[config.mk]
export PLATFORM = sky130hd
export DESIGN_NAME = ps2_keyboard_command_responder_flat
export DESIGN_NICKNAME = d
export VERILOG_FILES = /design/src/sv/ps2kcr_pkg.sv /design/src/sv/ps2kcr_in_if.sv /design/src/sv/ps2kcr_out_if.sv /design/src/sv/ps2kcr_decode.sv /design/src/sv/ps2kcr_rsp_buf.sv /design/src/sv/ps2_keyboard_command_responder.sv /design/src/flat_wrapper.sv
export SDC_FILE = /design/constraint.sdc
export NUM_CORES = 1
export LEC_CHECK = 0
export ABC_AREA = 1
export BUFFER_PORTS_ARGS = -buffer_cell sky130_fd_sc_hd__buf_2
export CORE_MARGIN = 2
export CORE_UTILIZATION = 45
export DETAILED_ROUTE_END_ITERATION = 12
export GPL_TIMING_DRIVEN = 0
export PLACE_DENSITY_LB_ADDON = 0.15
export SYNTH_ARGS = -nofsm -noshare
export SYNTH_HDL_FRONTEND = slang
export SYNTH_SLANG_ARGS = --single-unit
[constraint.sdc]
create_clock -name clk -period 1.8 [get_ports clk]
set_input_delay 0.45 -clock clk [delete_from_list [all_inputs] [get_ports clk]]
set_output_delay 0.45 -clock clk [all_outputs]
set_load 0.02 [all_outputs]
[src/sv/ps2kcr_pkg.sv]
package ps2kcr_pkg;

	// Host commands and device responses
	localparam logic [7:0] RSP_ACK     = 8'hFA;
	localparam logic [7:0] RSP_BAT     = 8'hAA;
	localparam logic [7:0] CMD_ECHO    = 8'hEE;
	localparam logic [7:0] CMD_RESET   = 8'hFF;
	localparam logic [7:0] CMD_RESEND  = 8'hFE;
	localparam logic [7:0] CMD_ENABLE  = 8'hF4;
	localparam logic [7:0] CMD_DISABLE = 8'hF5;
	localparam logic [7:0] CMD_SETRATE = 8'hF3;
	localparam logic [7:0] CMD_READID  = 8'hF2;
	localparam logic [7:0] CMD_CODESET = 8'hF0;
	localparam logic [7:0] CMD_LEDS    = 8'hED;
	localparam logic [7:0] ID_BYTE0    = 8'hAB;
	localparam logic [7:0] ID_BYTE1    = 8'h83;
	localparam logic [7:0] LED_BITS    = 8'h07;
	localparam logic [7:0] SCAN_SET_RST = 8'd2;

	localparam int MAX_RSP = 3;

	typedef enum logic [1:0] {
		WAIT_NONE    = 2'd0,
		WAIT_LEDS    = 2'd1,
		WAIT_CODESET = 2'd2
	} pend_t;

	// Keyboard state carried between words
	typedef struct packed {
		pend_t      pend;
		logic [2:0] led;
		logic [7:0] scan;
	} state_t;

	// Responses produced by one host word
	typedef struct packed {
		logic [1:0]              cnt;
		logic [MAX_RSP-1:0][7:0] bytes;
		logic                    clr;
		logic [2:0]              led;
		logic [7:0]              scan;
	} rsp_t;

endpackage

[src/sv/ps2kcr_in_if.sv]
interface ps2kcr_in_if;
	logic       valid;
	logic       ready;
	logic [7:0] rx_byte;

	modport source (output valid, output rx_byte, input ready);
	modport sink (input valid, input rx_byte, output ready);
endinterface

[src/sv/ps2kcr_out_if.sv]
interface ps2kcr_out_if;
	logic       valid;
	logic       ready;
	logic [7:0] tx_byte;
	logic       last;
	logic       clear_buffers;
	logic [2:0] led_state;
	logic [7:0] code_set;

	modport source (output valid, output tx_byte, output last, output clear_buffers,
		output led_state, output code_set, input ready);
	modport sink (input valid, input tx_byte, input last, input clear_buffers,
		input led_state, input code_set, output ready);
endinterface

[src/sv/ps2kcr_decode.sv]
module ps2kcr_decode (
	input  logic [7:0]          rx_byte,
	input  ps2kcr_pkg::state_t  cur,
	output ps2kcr_pkg::state_t  nxt,
	output ps2kcr_pkg::rsp_t    rsp
);

	always_comb begin
		nxt        = cur;
		nxt.pend   = ps2kcr_pkg::WAIT_NONE;
		rsp.cnt    = 2'd0;
		rsp.bytes  = '0;
		rsp.clr    = 1'b0;
		case (cur.pend)
			ps2kcr_pkg::WAIT_LEDS: begin
				nxt.led      = 3'(rx_byte & ps2kcr_pkg::LED_BITS);
				rsp.cnt      = 2'd1;
				rsp.bytes[0] = ps2kcr_pkg::RSP_ACK;
			end
			ps2kcr_pkg::WAIT_CODESET: begin
				// zero asks for the current set, anything else selects one
				if (rx_byte == 8'd0) begin
					rsp.cnt      = 2'd1;
					rsp.bytes[0] = cur.scan;
				end else begin
					nxt.scan = rx_byte;
				end
			end
			default: begin
				case (rx_byte)
					ps2kcr_pkg::RSP_ACK, ps2kcr_pkg::CMD_SETRATE,
					ps2kcr_pkg::CMD_RESEND: begin
						rsp.cnt = 2'd0;
					end
					ps2kcr_pkg::CMD_RESET: begin
						rsp.cnt      = 2'd2;
						rsp.bytes[0] = ps2kcr_pkg::RSP_ACK;
						rsp.bytes[1] = ps2kcr_pkg::RSP_BAT;
					end
					ps2kcr_pkg::CMD_ENABLE, ps2kcr_pkg::CMD_DISABLE: begin
						rsp.cnt      = 2'd1;
						rsp.bytes[0] = ps2kcr_pkg::RSP_ACK;
						rsp.clr      = 1'b1;
					end
					ps2kcr_pkg::CMD_ECHO: begin
						rsp.cnt      = 2'd1;
						rsp.bytes[0] = ps2kcr_pkg::CMD_ECHO;
					end
					ps2kcr_pkg::CMD_READID: begin
						rsp.cnt      = 2'd3;
						rsp.bytes[0] = ps2kcr_pkg::RSP_ACK;
						rsp.bytes[1] = ps2kcr_pkg::ID_BYTE0;
						rsp.bytes[2] = ps2kcr_pkg::ID_BYTE1;
					end
					ps2kcr_pkg::CMD_LEDS: begin
						rsp.cnt      = 2'd1;
						rsp.bytes[0] = ps2kcr_pkg::RSP_ACK;
						nxt.pend     = ps2kcr_pkg::WAIT_LEDS;
					end
					ps2kcr_pkg::CMD_CODESET: begin
						rsp.cnt      = 2'd1;
						rsp.bytes[0] = ps2kcr_pkg::RSP_ACK;
						nxt.pend     = ps2kcr_pkg::WAIT_CODESET;
					end
					default: begin
						rsp.cnt      = 2'd1;
						rsp.bytes[0] = ps2kcr_pkg::RSP_ACK;
					end
				endcase
			end
		endcase
		rsp.led  = nxt.led;
		rsp.scan = nxt.scan;
	end

endmodule

[src/sv/ps2kcr_rsp_buf.sv]
module ps2kcr_rsp_buf (
	input  logic                clk,
	input  logic                arst_n,
	input  logic                load,
	input  ps2kcr_pkg::rsp_t    rsp,
	output logic                free,
	ps2kcr_out_if.source        tx
);

	logic [ps2kcr_pkg::MAX_RSP-1:0][7:0] byte_q;
	logic [1:0] cnt_q;
	logic [1:0] idx_q;
	logic       clr_q;
	logic [2:0] led_q;
	logic [7:0] scan_q;
	logic       at_last;

	assign at_last = (idx_q == cnt_q - 2'd1);
	assign free    = (cnt_q == 2'd0) || (tx.ready && at_last);

	always_ff @(posedge clk or negedge arst_n) begin
		if (!arst_n) begin
			cnt_q <= 2'd0;
			idx_q <= 2'd0;
		end else if (load) begin
			cnt_q <= rsp.cnt;
			idx_q <= 2'd0;
		end else if (tx.valid && tx.ready) begin
			if (at_last) begin
				cnt_q <= 2'd0;
				idx_q <= 2'd0;
			end else begin
				idx_q <= idx_q + 2'd1;
			end
		end
	end

	always_ff @(posedge clk) begin
		if (load) begin
			byte_q <= rsp.bytes;
			clr_q  <= rsp.clr;
			led_q  <= rsp.led;
			scan_q <= rsp.scan;
		end
	end

	always_comb begin
		case (idx_q)
			2'd0:    tx.tx_byte = byte_q[0];
			2'd1:    tx.tx_byte = byte_q[1];
			2'd2:    tx.tx_byte = byte_q[2];
			default: tx.tx_byte = byte_q[0];
		endcase
	end

	assign tx.valid         = (cnt_q != 2'd0);
	assign tx.last          = at_last;
	assign tx.clear_buffers = clr_q && (idx_q == 2'd0);
	assign tx.led_state     = led_q;
	assign tx.code_set      = scan_q;

	a_idx_range: assert property (@(posedge clk) disable iff (!arst_n)
		(cnt_q != 2'd0) |-> (idx_q < cnt_q))
		else $error("response index beyond count");

	a_load_free: assert property (@(posedge clk) disable iff (!arst_n)
		load |-> free)
		else $error("response loaded over pending words");

	a_clr_single: assert property (@(posedge clk) disable iff (!arst_n)
		(tx.valid && tx.clear_buffers) |-> tx.last)
		else $error("buffer clear on a multi-word response");

	a_drain: assert property (@(posedge clk) disable iff (!arst_n)
		(tx.valid && tx.ready && tx.last && !load) |=> !tx.valid)
		else $error("response valid after final word taken");

endmodule

[src/sv/ps2_keyboard_command_responder.sv]
// PS/2 keyboard command responder, device side.
// rx (sink) carries one host word per handshake: a command, or the argument
// of a set-LEDs or set-code-set command that came just before it.
// tx (source) carries the response words: tx_byte, last on the final word of
// one host word, clear_buffers on the ACK of enable or disable, and the LED
// mask and scan code set as they stand after that host word.
// Path: a word accepted on rx waits in the input register, is decoded there
// combinationally, and its responses are loaded into the response buffer.
// Throughput: the response buffer sends one word per cycle while tx.ready is
// high; a host word with more than one response holds the decode stage until
// its final word is taken, so words with at most one response flow at one per
// cycle when tx does not stall. The response buffer is the limit: the next
// host word is decoded in the cycle that its final word is taken.
// Words with no response (ACK, set-rate, resend, a nonzero code set) only
// update state and never appear on tx.
// Reset: no argument awaited, LED mask 0, scan code set 2, both channels idle.
// When tx stalls, the buffer holds its word, one more host word waits in the
// input register, and rx.ready drops until the buffer frees.
module ps2_keyboard_command_responder (
	input  logic          clk,
	input  logic          arst_n,
	ps2kcr_in_if.sink     rx,
	ps2kcr_out_if.source  tx
);

	logic               rx_valid_s1;
	logic [7:0]         rx_byte_s1;
	ps2kcr_pkg::state_t state_q;
	ps2kcr_pkg::state_t state_nxt;
	ps2kcr_pkg::rsp_t   rsp;
	logic               buf_free;
	logic               load;

	// take a new word whenever the input register is empty or empties this cycle
	assign rx.ready = !rx_valid_s1 || buf_free;
	assign load     = rx_valid_s1 && buf_free;

	always_ff @(posedge clk or negedge arst_n) begin
		if (!arst_n) begin
			rx_valid_s1 <= 1'b0;
		end else if (rx.valid && rx.ready) begin
			rx_valid_s1 <= 1'b1;
		end else if (load) begin
			rx_valid_s1 <= 1'b0;
		end
	end

	always_ff @(posedge clk) begin
		if (rx.valid && rx.ready) begin
			rx_byte_s1 <= rx.rx_byte;
		end
	end

	// advance the keyboard state once per decoded host word
	always_ff @(posedge clk or negedge arst_n) begin
		if (!arst_n) begin
			state_q.pend <= ps2kcr_pkg::WAIT_NONE;
			state_q.led  <= 3'd0;
			state_q.scan <= ps2kcr_pkg::SCAN_SET_RST;
		end else if (load) begin
			state_q <= state_nxt;
		end
	end

	ps2kcr_decode u_decode (
		.rx_byte (rx_byte_s1),
		.cur     (state_q),
		.nxt     (state_nxt),
		.rsp     (rsp)
	);

	ps2kcr_rsp_buf u_rsp_buf (
		.clk    (clk),
		.arst_n (arst_n),
		.load   (load),
		.rsp    (rsp),
		.free   (buf_free),
		.tx     (tx)
	);

endmodule

[src/flat_wrapper.sv]
// flat-port wrapper written by rule: the top's interface ports become plain ports
module ps2_keyboard_command_responder_flat 
  (clk, arst_n, rx_valid, rx_rx_byte, rx_ready, tx_valid, tx_tx_byte, tx_last, tx_clear_buffers, tx_led_state, tx_code_set, tx_ready);
  ps2kcr_in_if rx_i ();
  ps2kcr_out_if tx_i ();
  input  logic clk;
  input  logic arst_n;
  input wire logic [$bits(rx_i.valid)-1:0] rx_valid;
  input wire logic [$bits(rx_i.rx_byte)-1:0] rx_rx_byte;
  output wire logic [$bits(rx_i.ready)-1:0] rx_ready;
  output wire logic [$bits(tx_i.valid)-1:0] tx_valid;
  output wire logic [$bits(tx_i.tx_byte)-1:0] tx_tx_byte;
  output wire logic [$bits(tx_i.last)-1:0] tx_last;
  output wire logic [$bits(tx_i.clear_buffers)-1:0] tx_clear_buffers;
  output wire logic [$bits(tx_i.led_state)-1:0] tx_led_state;
  output wire logic [$bits(tx_i.code_set)-1:0] tx_code_set;
  input wire logic [$bits(tx_i.ready)-1:0] tx_ready;
  assign rx_i.valid = rx_valid;
  assign rx_i.rx_byte = rx_rx_byte;
  assign rx_ready = rx_i.ready;
  assign tx_valid = tx_i.valid;
  assign tx_tx_byte = tx_i.tx_byte;
  assign tx_last = tx_i.last;
  assign tx_clear_buffers = tx_i.clear_buffers;
  assign tx_led_state = tx_i.led_state;
  assign tx_code_set = tx_i.code_set;
  assign tx_i.ready = tx_ready;
  ps2_keyboard_command_responder u_core (.clk(clk), .arst_n(arst_n), .rx(rx_i), .tx(tx_i));
endmodule
### Yosys cells after proc, flatten, opt, wreduce, memory -nomap -nowiden

Cells that the tools add are included.

* add/subtract/negate cells: 2
* eq/ne operators: 15
* muxes and demuxes: 23
* reduce and logical (&&, ||, !) cells: 19

Operators by type and width (count)
* 8-bit equality test (second input constant): 10
* 8-bit one-hot mux with 2 select lines: 4
* 8-bit two-way mux: 4
* 2-bit two-way mux: 7
* 8-bit logical NOT: 1
* 2-bit one-hot mux with 2 select lines: 2
* 2-bit nonzero test: 4
* 2-bit one-hot mux with 3 select lines: 1
* 1-bit logical AND: 5
* 2-bit by 1-bit equality test with 1-bit output (second input constant): 2
* 2-bit equality test (second input constant): 2
* 2-bit logical NOT: 2
* 1-bit two-way mux: 4
* 2-bit OR reduction: 2
* 3-bit two-way mux: 1
* 3-bit OR reduction: 1
* 2-bit by 1-bit adder with 2-bit output (second input constant): 1
* 2-bit equality test: 1
* 1-bit logical OR: 2
* 2-bit AND reduction: 1
* 2-bit by 1-bit subtractor with 2-bit output (second input constant): 1
* 1-bit logical NOT: 1

* register bits: 62
* input port bits: 12
* output and inout bits: 23
* word-level logic and storage cells: 72

### Longest topological paths before layout

* depth in word-level cells: 7
* depth in mapped cells: 10
* gate-level depth less buffers: 10

### Modules after synthesis

Synthesis repeated with hierarchy kept, for this count alone.

* cells, all modules: 313
* area, all modules: 3026.7 um^2

Modules (own cells, without submodules)
* ps2kcr_rsp_buf: times used 1, cells each 114, area each 1536.5 um^2, sequential area each 1181.1 um^2
* ps2_keyboard_command_responder: times used 1, cells each 72, area each 815.8 um^2, sequential area each 591.8 um^2
* ps2kcr_decode: times used 1, cells each 127, area each 674.4 um^2, sequential area each 0.0 um^2

### Worst setup path after synthesis

OpenSTA, ideal clock, no wires.

* path type: reg-to-output
* from: register u_core.u_rsp_buf.idx_q[0]
* to: output port tx_tx_byte[3]
* arrival: 1428 ps
* data required time: 1350 ps
* slack: -78 ps
* stages on the path, launching flop included: 5
* path buffers: 1
* cells stage by stage: dfrtp_1 > inv_2 > ha_1 > clkbuf_1 > o21ai_0

* longest elaborated chain between the ends: 2
* elaborated cells on any way between the ends: 3
* those cells by class: 2 x eq/ne; 1 x mux

RTL lines
* start, declared: line ps2kcr_rsp_buf.sv:12 `logic [1:0] idx_q;`
* start signal, assigned: line ps2kcr_rsp_buf.sv:33 `idx_q <= idx_q + 2'd1;`
* 2-bit equality test or 2-bit by 1-bit equality test with 1-bit output (tied branches): line ps2kcr_rsp_buf.sv:48 `case (idx_q)`
* 8-bit one-hot mux with 2 select lines (*): line ps2kcr_rsp_buf.sv:48
* end, declared: line flat_wrapper.sv:12 `output wire logic [$bits(tx_i.tx_byte)-1:0] tx_tx_byte;`

Every way passes the cells marked *; elsewhere a longest branch is shown, timed or not.

### Worst setup path in the final report

* from: register u_core.u_rsp_buf.idx_q[0]
* to: output port tx_tx_byte[0]

Same word-level chain as after synthesis.

==> summary.txt <==
Outcome
  • Outcome: complete, but fails checks
  • Failing checks: setup timing

Synth
  • Number of distinct library cells after synthesis: 30
  • Post-synth top area cell: edfxtp_1
  • Cell Area, Synth: approximately 2400 um^2
  • Yosys top cell area share: 0.379
  • Post-synthesis sequential area ratio: 0.568
  • Syn_area_per_cell: around 9.6 um^2
  • Synth Instances: between 200 and 250
  • Ys Warns: 0
  • Post-Syn Nets: 266
  • #FFs+latches synth: 48
  • Largest cells by area after synthesis: edfxtp_1, dfrtp_1, nand2_1

Power
  • Combinational Power Share: 0.538
  • Clock power frac: 0.158
  • P per Cell Area: around 1800 nW/um^2
  • Switch Pwr: around 2.2 mW
  • Worst vdd ir: approximately 0.00070 V
  • Sw frac: 0.387
  • Flop pwr share: 0.304
  • P_int: 3.51 mW
  • Leakage: approximately 1.4 nW
  • Pwr Total: around 5.7 mW

Clocking
  • TritonCTS buffer count: 5
  • Cts-stage hold buffer count: 0
  • CTS max path bufs: 2
  • Clk slew on worst S/H paths: 0.09 ns
  • Root Driver: clkbuf_8
  • CTS tree: yes
  • Clk_lat worst skew: roughly 0.3 ns
  • Htree depth: 2
  • Clock sinks: 48

Timing
  • Final period util: 1.11
  • Layout Skew: 0.00838 ns
  • Unrepaired setup endpoints after global routing: true
  • Setup TNS: -1.06 ns
  • Fin. Hold Viols: 0
  • Worst-margin pin slew: 0.468 ns
  • Fmax achieved: approximately 0.5 GHz
  • Worst slew margin: 0.688
  • Setup-failing EPs final: 10
  • Final Slew Violations: 0
  • Crit path time final: around 2 ns
  • Worst Setup Slack, final: -0.199 ns

Global routing
  • Most heavily used metal layer in global routing: met2
  • Tot GR Track Use: 0.181
  • Total congestion overflow: 0
  • Initial antenna violation count: 0
  • GR Layer Usage met2: 0.301
  • Grt met1 use: 0.237
  • GR Util met3: 0.0365
  • First-pass GRT wire length: approximately 8300 um
  • Pin count of the biggest net entering global routing: 32
  • Vias in the first global route: between 1500 and 2000

Critical path
  • Worst setup EP type: output pin
  • Flop-to-flop setup slack: roughly 0.070 ns
  • Worst r2r src: u_core.u_rsp_buf.cnt_q[0]
  • Critical Path AT: 1.55 ns
  • Worst Reg-to-Reg Cells: 9
  • Req. time, crit path: about 1.4 ns
  • Crit-path leading delay family: flip-flops
  • Most used cell, CP: buf_4
  • CP peak stage delay: ~0.37 ns
  • CP max-delay cell: dfrtp_1
  • Crit path buffers/inverters: 3
  • Startpoint types: register
  • Worst-path cell chain: inv_2 -> buf_4 -> ha_1 -> nor2_1 -> o22ai_2 -> buf_4
  • Worst Path Max Fanout: 4
  • RR Endpoint: u_core.u_rsp_buf.tx.code_set[0]
  • WS Path Type: register to output pin

Floorplan
  • Die area: ~6000 um^2
  • Die W: approximately 77 um
  • Core box area: ~5100 um^2
  • Die Height: approximately 77 um
  • IO Count: 35
  • Row cnt: 26
  • Initial Util: 0.466

Detailed routing
  • Vias: around 1900
  • WL/cell: around 14 um
  • DR iter-0 viols: 92
  • Number of remaining DRC errors: 0
  • Vias per Instance: 4.89
  • DRT Pass-1 Iters: 4
  • Routed WL: 5220 um
  • Post-route ant nets: 0

Cells and area
  • Share of layout cells above drive strength 1: 0.370
  • Antenna diodes: 0
  • Nets@finish: around 330
  • Area Overhead vs Synth: 32.6%

Place
  • Routability Congestion: between 0.7 and 0.8
  • DPL Wire Length: 3290 um
  • Buffers on Ports: 34

Job
  • Max_cap viols: 0

Worst hold path
  • Worst Hold Class: input port to asynchronous set/reset pin
## per-layer routing
| layer | routed length, um | up-vias | share of wire |
|---|---|---|---|
| met3 | 198 | 5 | 0.038 |
| met4 | 56 | 0 | 0.011 |
| met1 | 2320 | 876 | 0.44 |
| li1 | - | 928 | - |
| met2 | 2640 | 41 | 0.51 |
| met5 | 0 | - | 0 |
## registers in the layout (all words and copies together), names as in the netlist, 2 cells and up
name                           cells
u_core.rx_byte_s1                  8
u_core.state_q                    13
u_core.u_rsp_buf.byte_q           10
u_core.u_rsp_buf.cnt_q             2
u_core.u_rsp_buf.idx_q             2
u_core.u_rsp_buf.tx.code_set       8
u_core.u_rsp_buf.tx.led_state      3
## cell usage after synthesis
| library cell | count |
|---|---|
| nor2_8 | 1 |
| ha_1 | 6 |
| clkbuf_1 | 1 |
| nor4_1 | 1 |
| inv_2 | 3 |
| nor3_1 | 1 |
| dfrtp_1 | 17 |
| o21ai_0 | 16 |
| o21ai_2 | 8 |
| nand3_4 | 2 |
| o21bai_1 | 2 |
| nand4_1 | 1 |
| nand3_2 | 1 |
| a31oi_1 | 1 |
| buf_2 | 2 |
| dfstp_2 | 1 |
| buf_6 | 1 |
| nand3_1 | 8 |
| nor2_1 | 22 |
| nand2_1 | 57 |
| inv_1 | 35 |
| buf_4 | 1 |
| edfxtp_1 | 30 |
| nand2_2 | 11 |
| a21oi_4 | 1 |
| a21oi_1 | 11 |
| o22ai_1 | 2 |
| o21ai_1 | 3 |
| nor2_4 | 1 |
| o31ai_1 | 1 |
## worst register-to-register path, cell delays in order (launching register included)
cell,delay [ns]
dfrtp_1,0.39
inv_2,0.08
ha_4,0.21
inv_2,0.06
nand2_2,0.06
nand2_4,0.08
nand3_4,0.10
a21oi_4,0.16
buf_12,0.15
clkbuf_16,0.18
## repair_timing
action / in CTS / in global routing
hold endpoints to repair: 0 / 0
gates cloned: 0 / 2
endpoints found under the setup margin: 49 / 43
pin swaps: 10 / 6
resized for setup: 35 / 19
setup buffers: 13 / 3
## cell families (layout without fill, tap and decap cells)
group                    after synthesis  in the layout  synth area share
AND/OR/NAND/NOR                      106            106             0.210
flip-flops                            48             48             0.568
AO/OA/AOI/OAI                         45             45             0.117
buffers and inverters                 43            103            0.0736
adder cells (fa/ha/maj)                6              6            0.0315
## power groups by stage
stage | clock network, mW | logic, mW | registers [mW]
2_1_floorplan | 0 | 1.28 | 1.87
3_3_place_gp | 0 | 1.92 | 1.76
3_5_place_dp | 0 | 1.96 | 1.76
4_1_cts | 0.920 | 2.57 | 1.74
5_1_grt | 0.965 | 3.32 | 1.78
6_report | 0.902 | 3.08 | 1.74
## per-stage QoR
| step | cell area, um^2 | setup slack [ns] | hold slack, ns | utilization | instances |
|---|---|---|---|---|---|
| CTS | 3000 | -0.178 | 0.106 | 0.588 | 373 |
| finish | 3160 | -0.199 | 0.0902 | 0.618 | 378 |
| global route | 3160 | -0.282 | 0.114 | 0.618 | 378 |
| floorplan | 2380 | -0.0776 | 0.154 | - | 248 |
| global placement | 2640 | -0.163 | 0.426 | 0.516 | 352 |
| detailed placement | 2640 | -0.177 | 0.434 | 0.516 | 352 |
## cell type report
class / count / area, um^2
Sequential cell: 48 / 1350
Clock inverter: 2 / 60.1
Clock buffer: 6 / 72.6
Buffer: 5 / 55.1
Timing Repair Buffer: 52 / 409
Tap cell: 70 / 87.6
Fill cell: 415 / 1950
Inverter: 38 / 146
Multi-Input combinational cell: 157 / 973
## placed cells by master (no fill, tap or decap), types with 2 or more instances in the layout
| cell type | Yosys | routed |
|---|---|---|
| nand2_1 | 57 | 53 |
| edfxtp_1 | 30 | 30 |
| inv_1 | 35 | 29 |
| buf_2 | 2 | 25 |
| nor2_1 | 22 | 20 |
| buf_4 | 1 | 20 |
| dfrtp_1 | 17 | 17 |
| nand2_2 | 11 | 13 |
| o21ai_0 | 16 | 12 |
| a21oi_1 | 11 | 11 |
| o21ai_2 | 8 | 10 |
| inv_2 | 3 | 8 |
| nand3_1 | 8 | 6 |
| o21ai_1 | 3 | 5 |
| clkbuf_8 | 0 | 5 |
| buf_6 | 1 | 5 |
| nand3_4 | 2 | 4 |
| buf_12 | 0 | 3 |
| ha_1 | 6 | 3 |
| ha_4 | 0 | 3 |
| nor2_4 | 1 | 2 |
| o21bai_1 | 2 | 2 |
| nand2_4 | 0 | 2 |
| bufinv_16 | 0 | 2 |
| clkbuf_16 | 0 | 2 |
## how the worst max path moves through the flow
stage	from	to	slack (ns)	cells after the start
2_1_floorplan	u_core.u_rsp_buf.idx_q[0]	tx_tx_byte[3]	-0.08	4
3_3_place_gp	u_core.u_rsp_buf.cnt_q[0]	u_core.u_rsp_buf.tx.code_set[2]	-0.16	8
3_5_place_dp	u_core.u_rsp_buf.cnt_q[0]	u_core.u_rsp_buf.byte_q[6]	-0.18	8
4_1_cts	u_core.u_rsp_buf.idx_q[1]	tx_tx_byte[1]	-0.18	7
5_1_grt	u_core.u_rsp_buf.idx_q[0]	tx_tx_byte[0]	-0.28	6
6_report	u_core.u_rsp_buf.idx_q[0]	tx_tx_byte[0]	-0.20	6
Note: power is estimated with default switching activity, not from simulation.
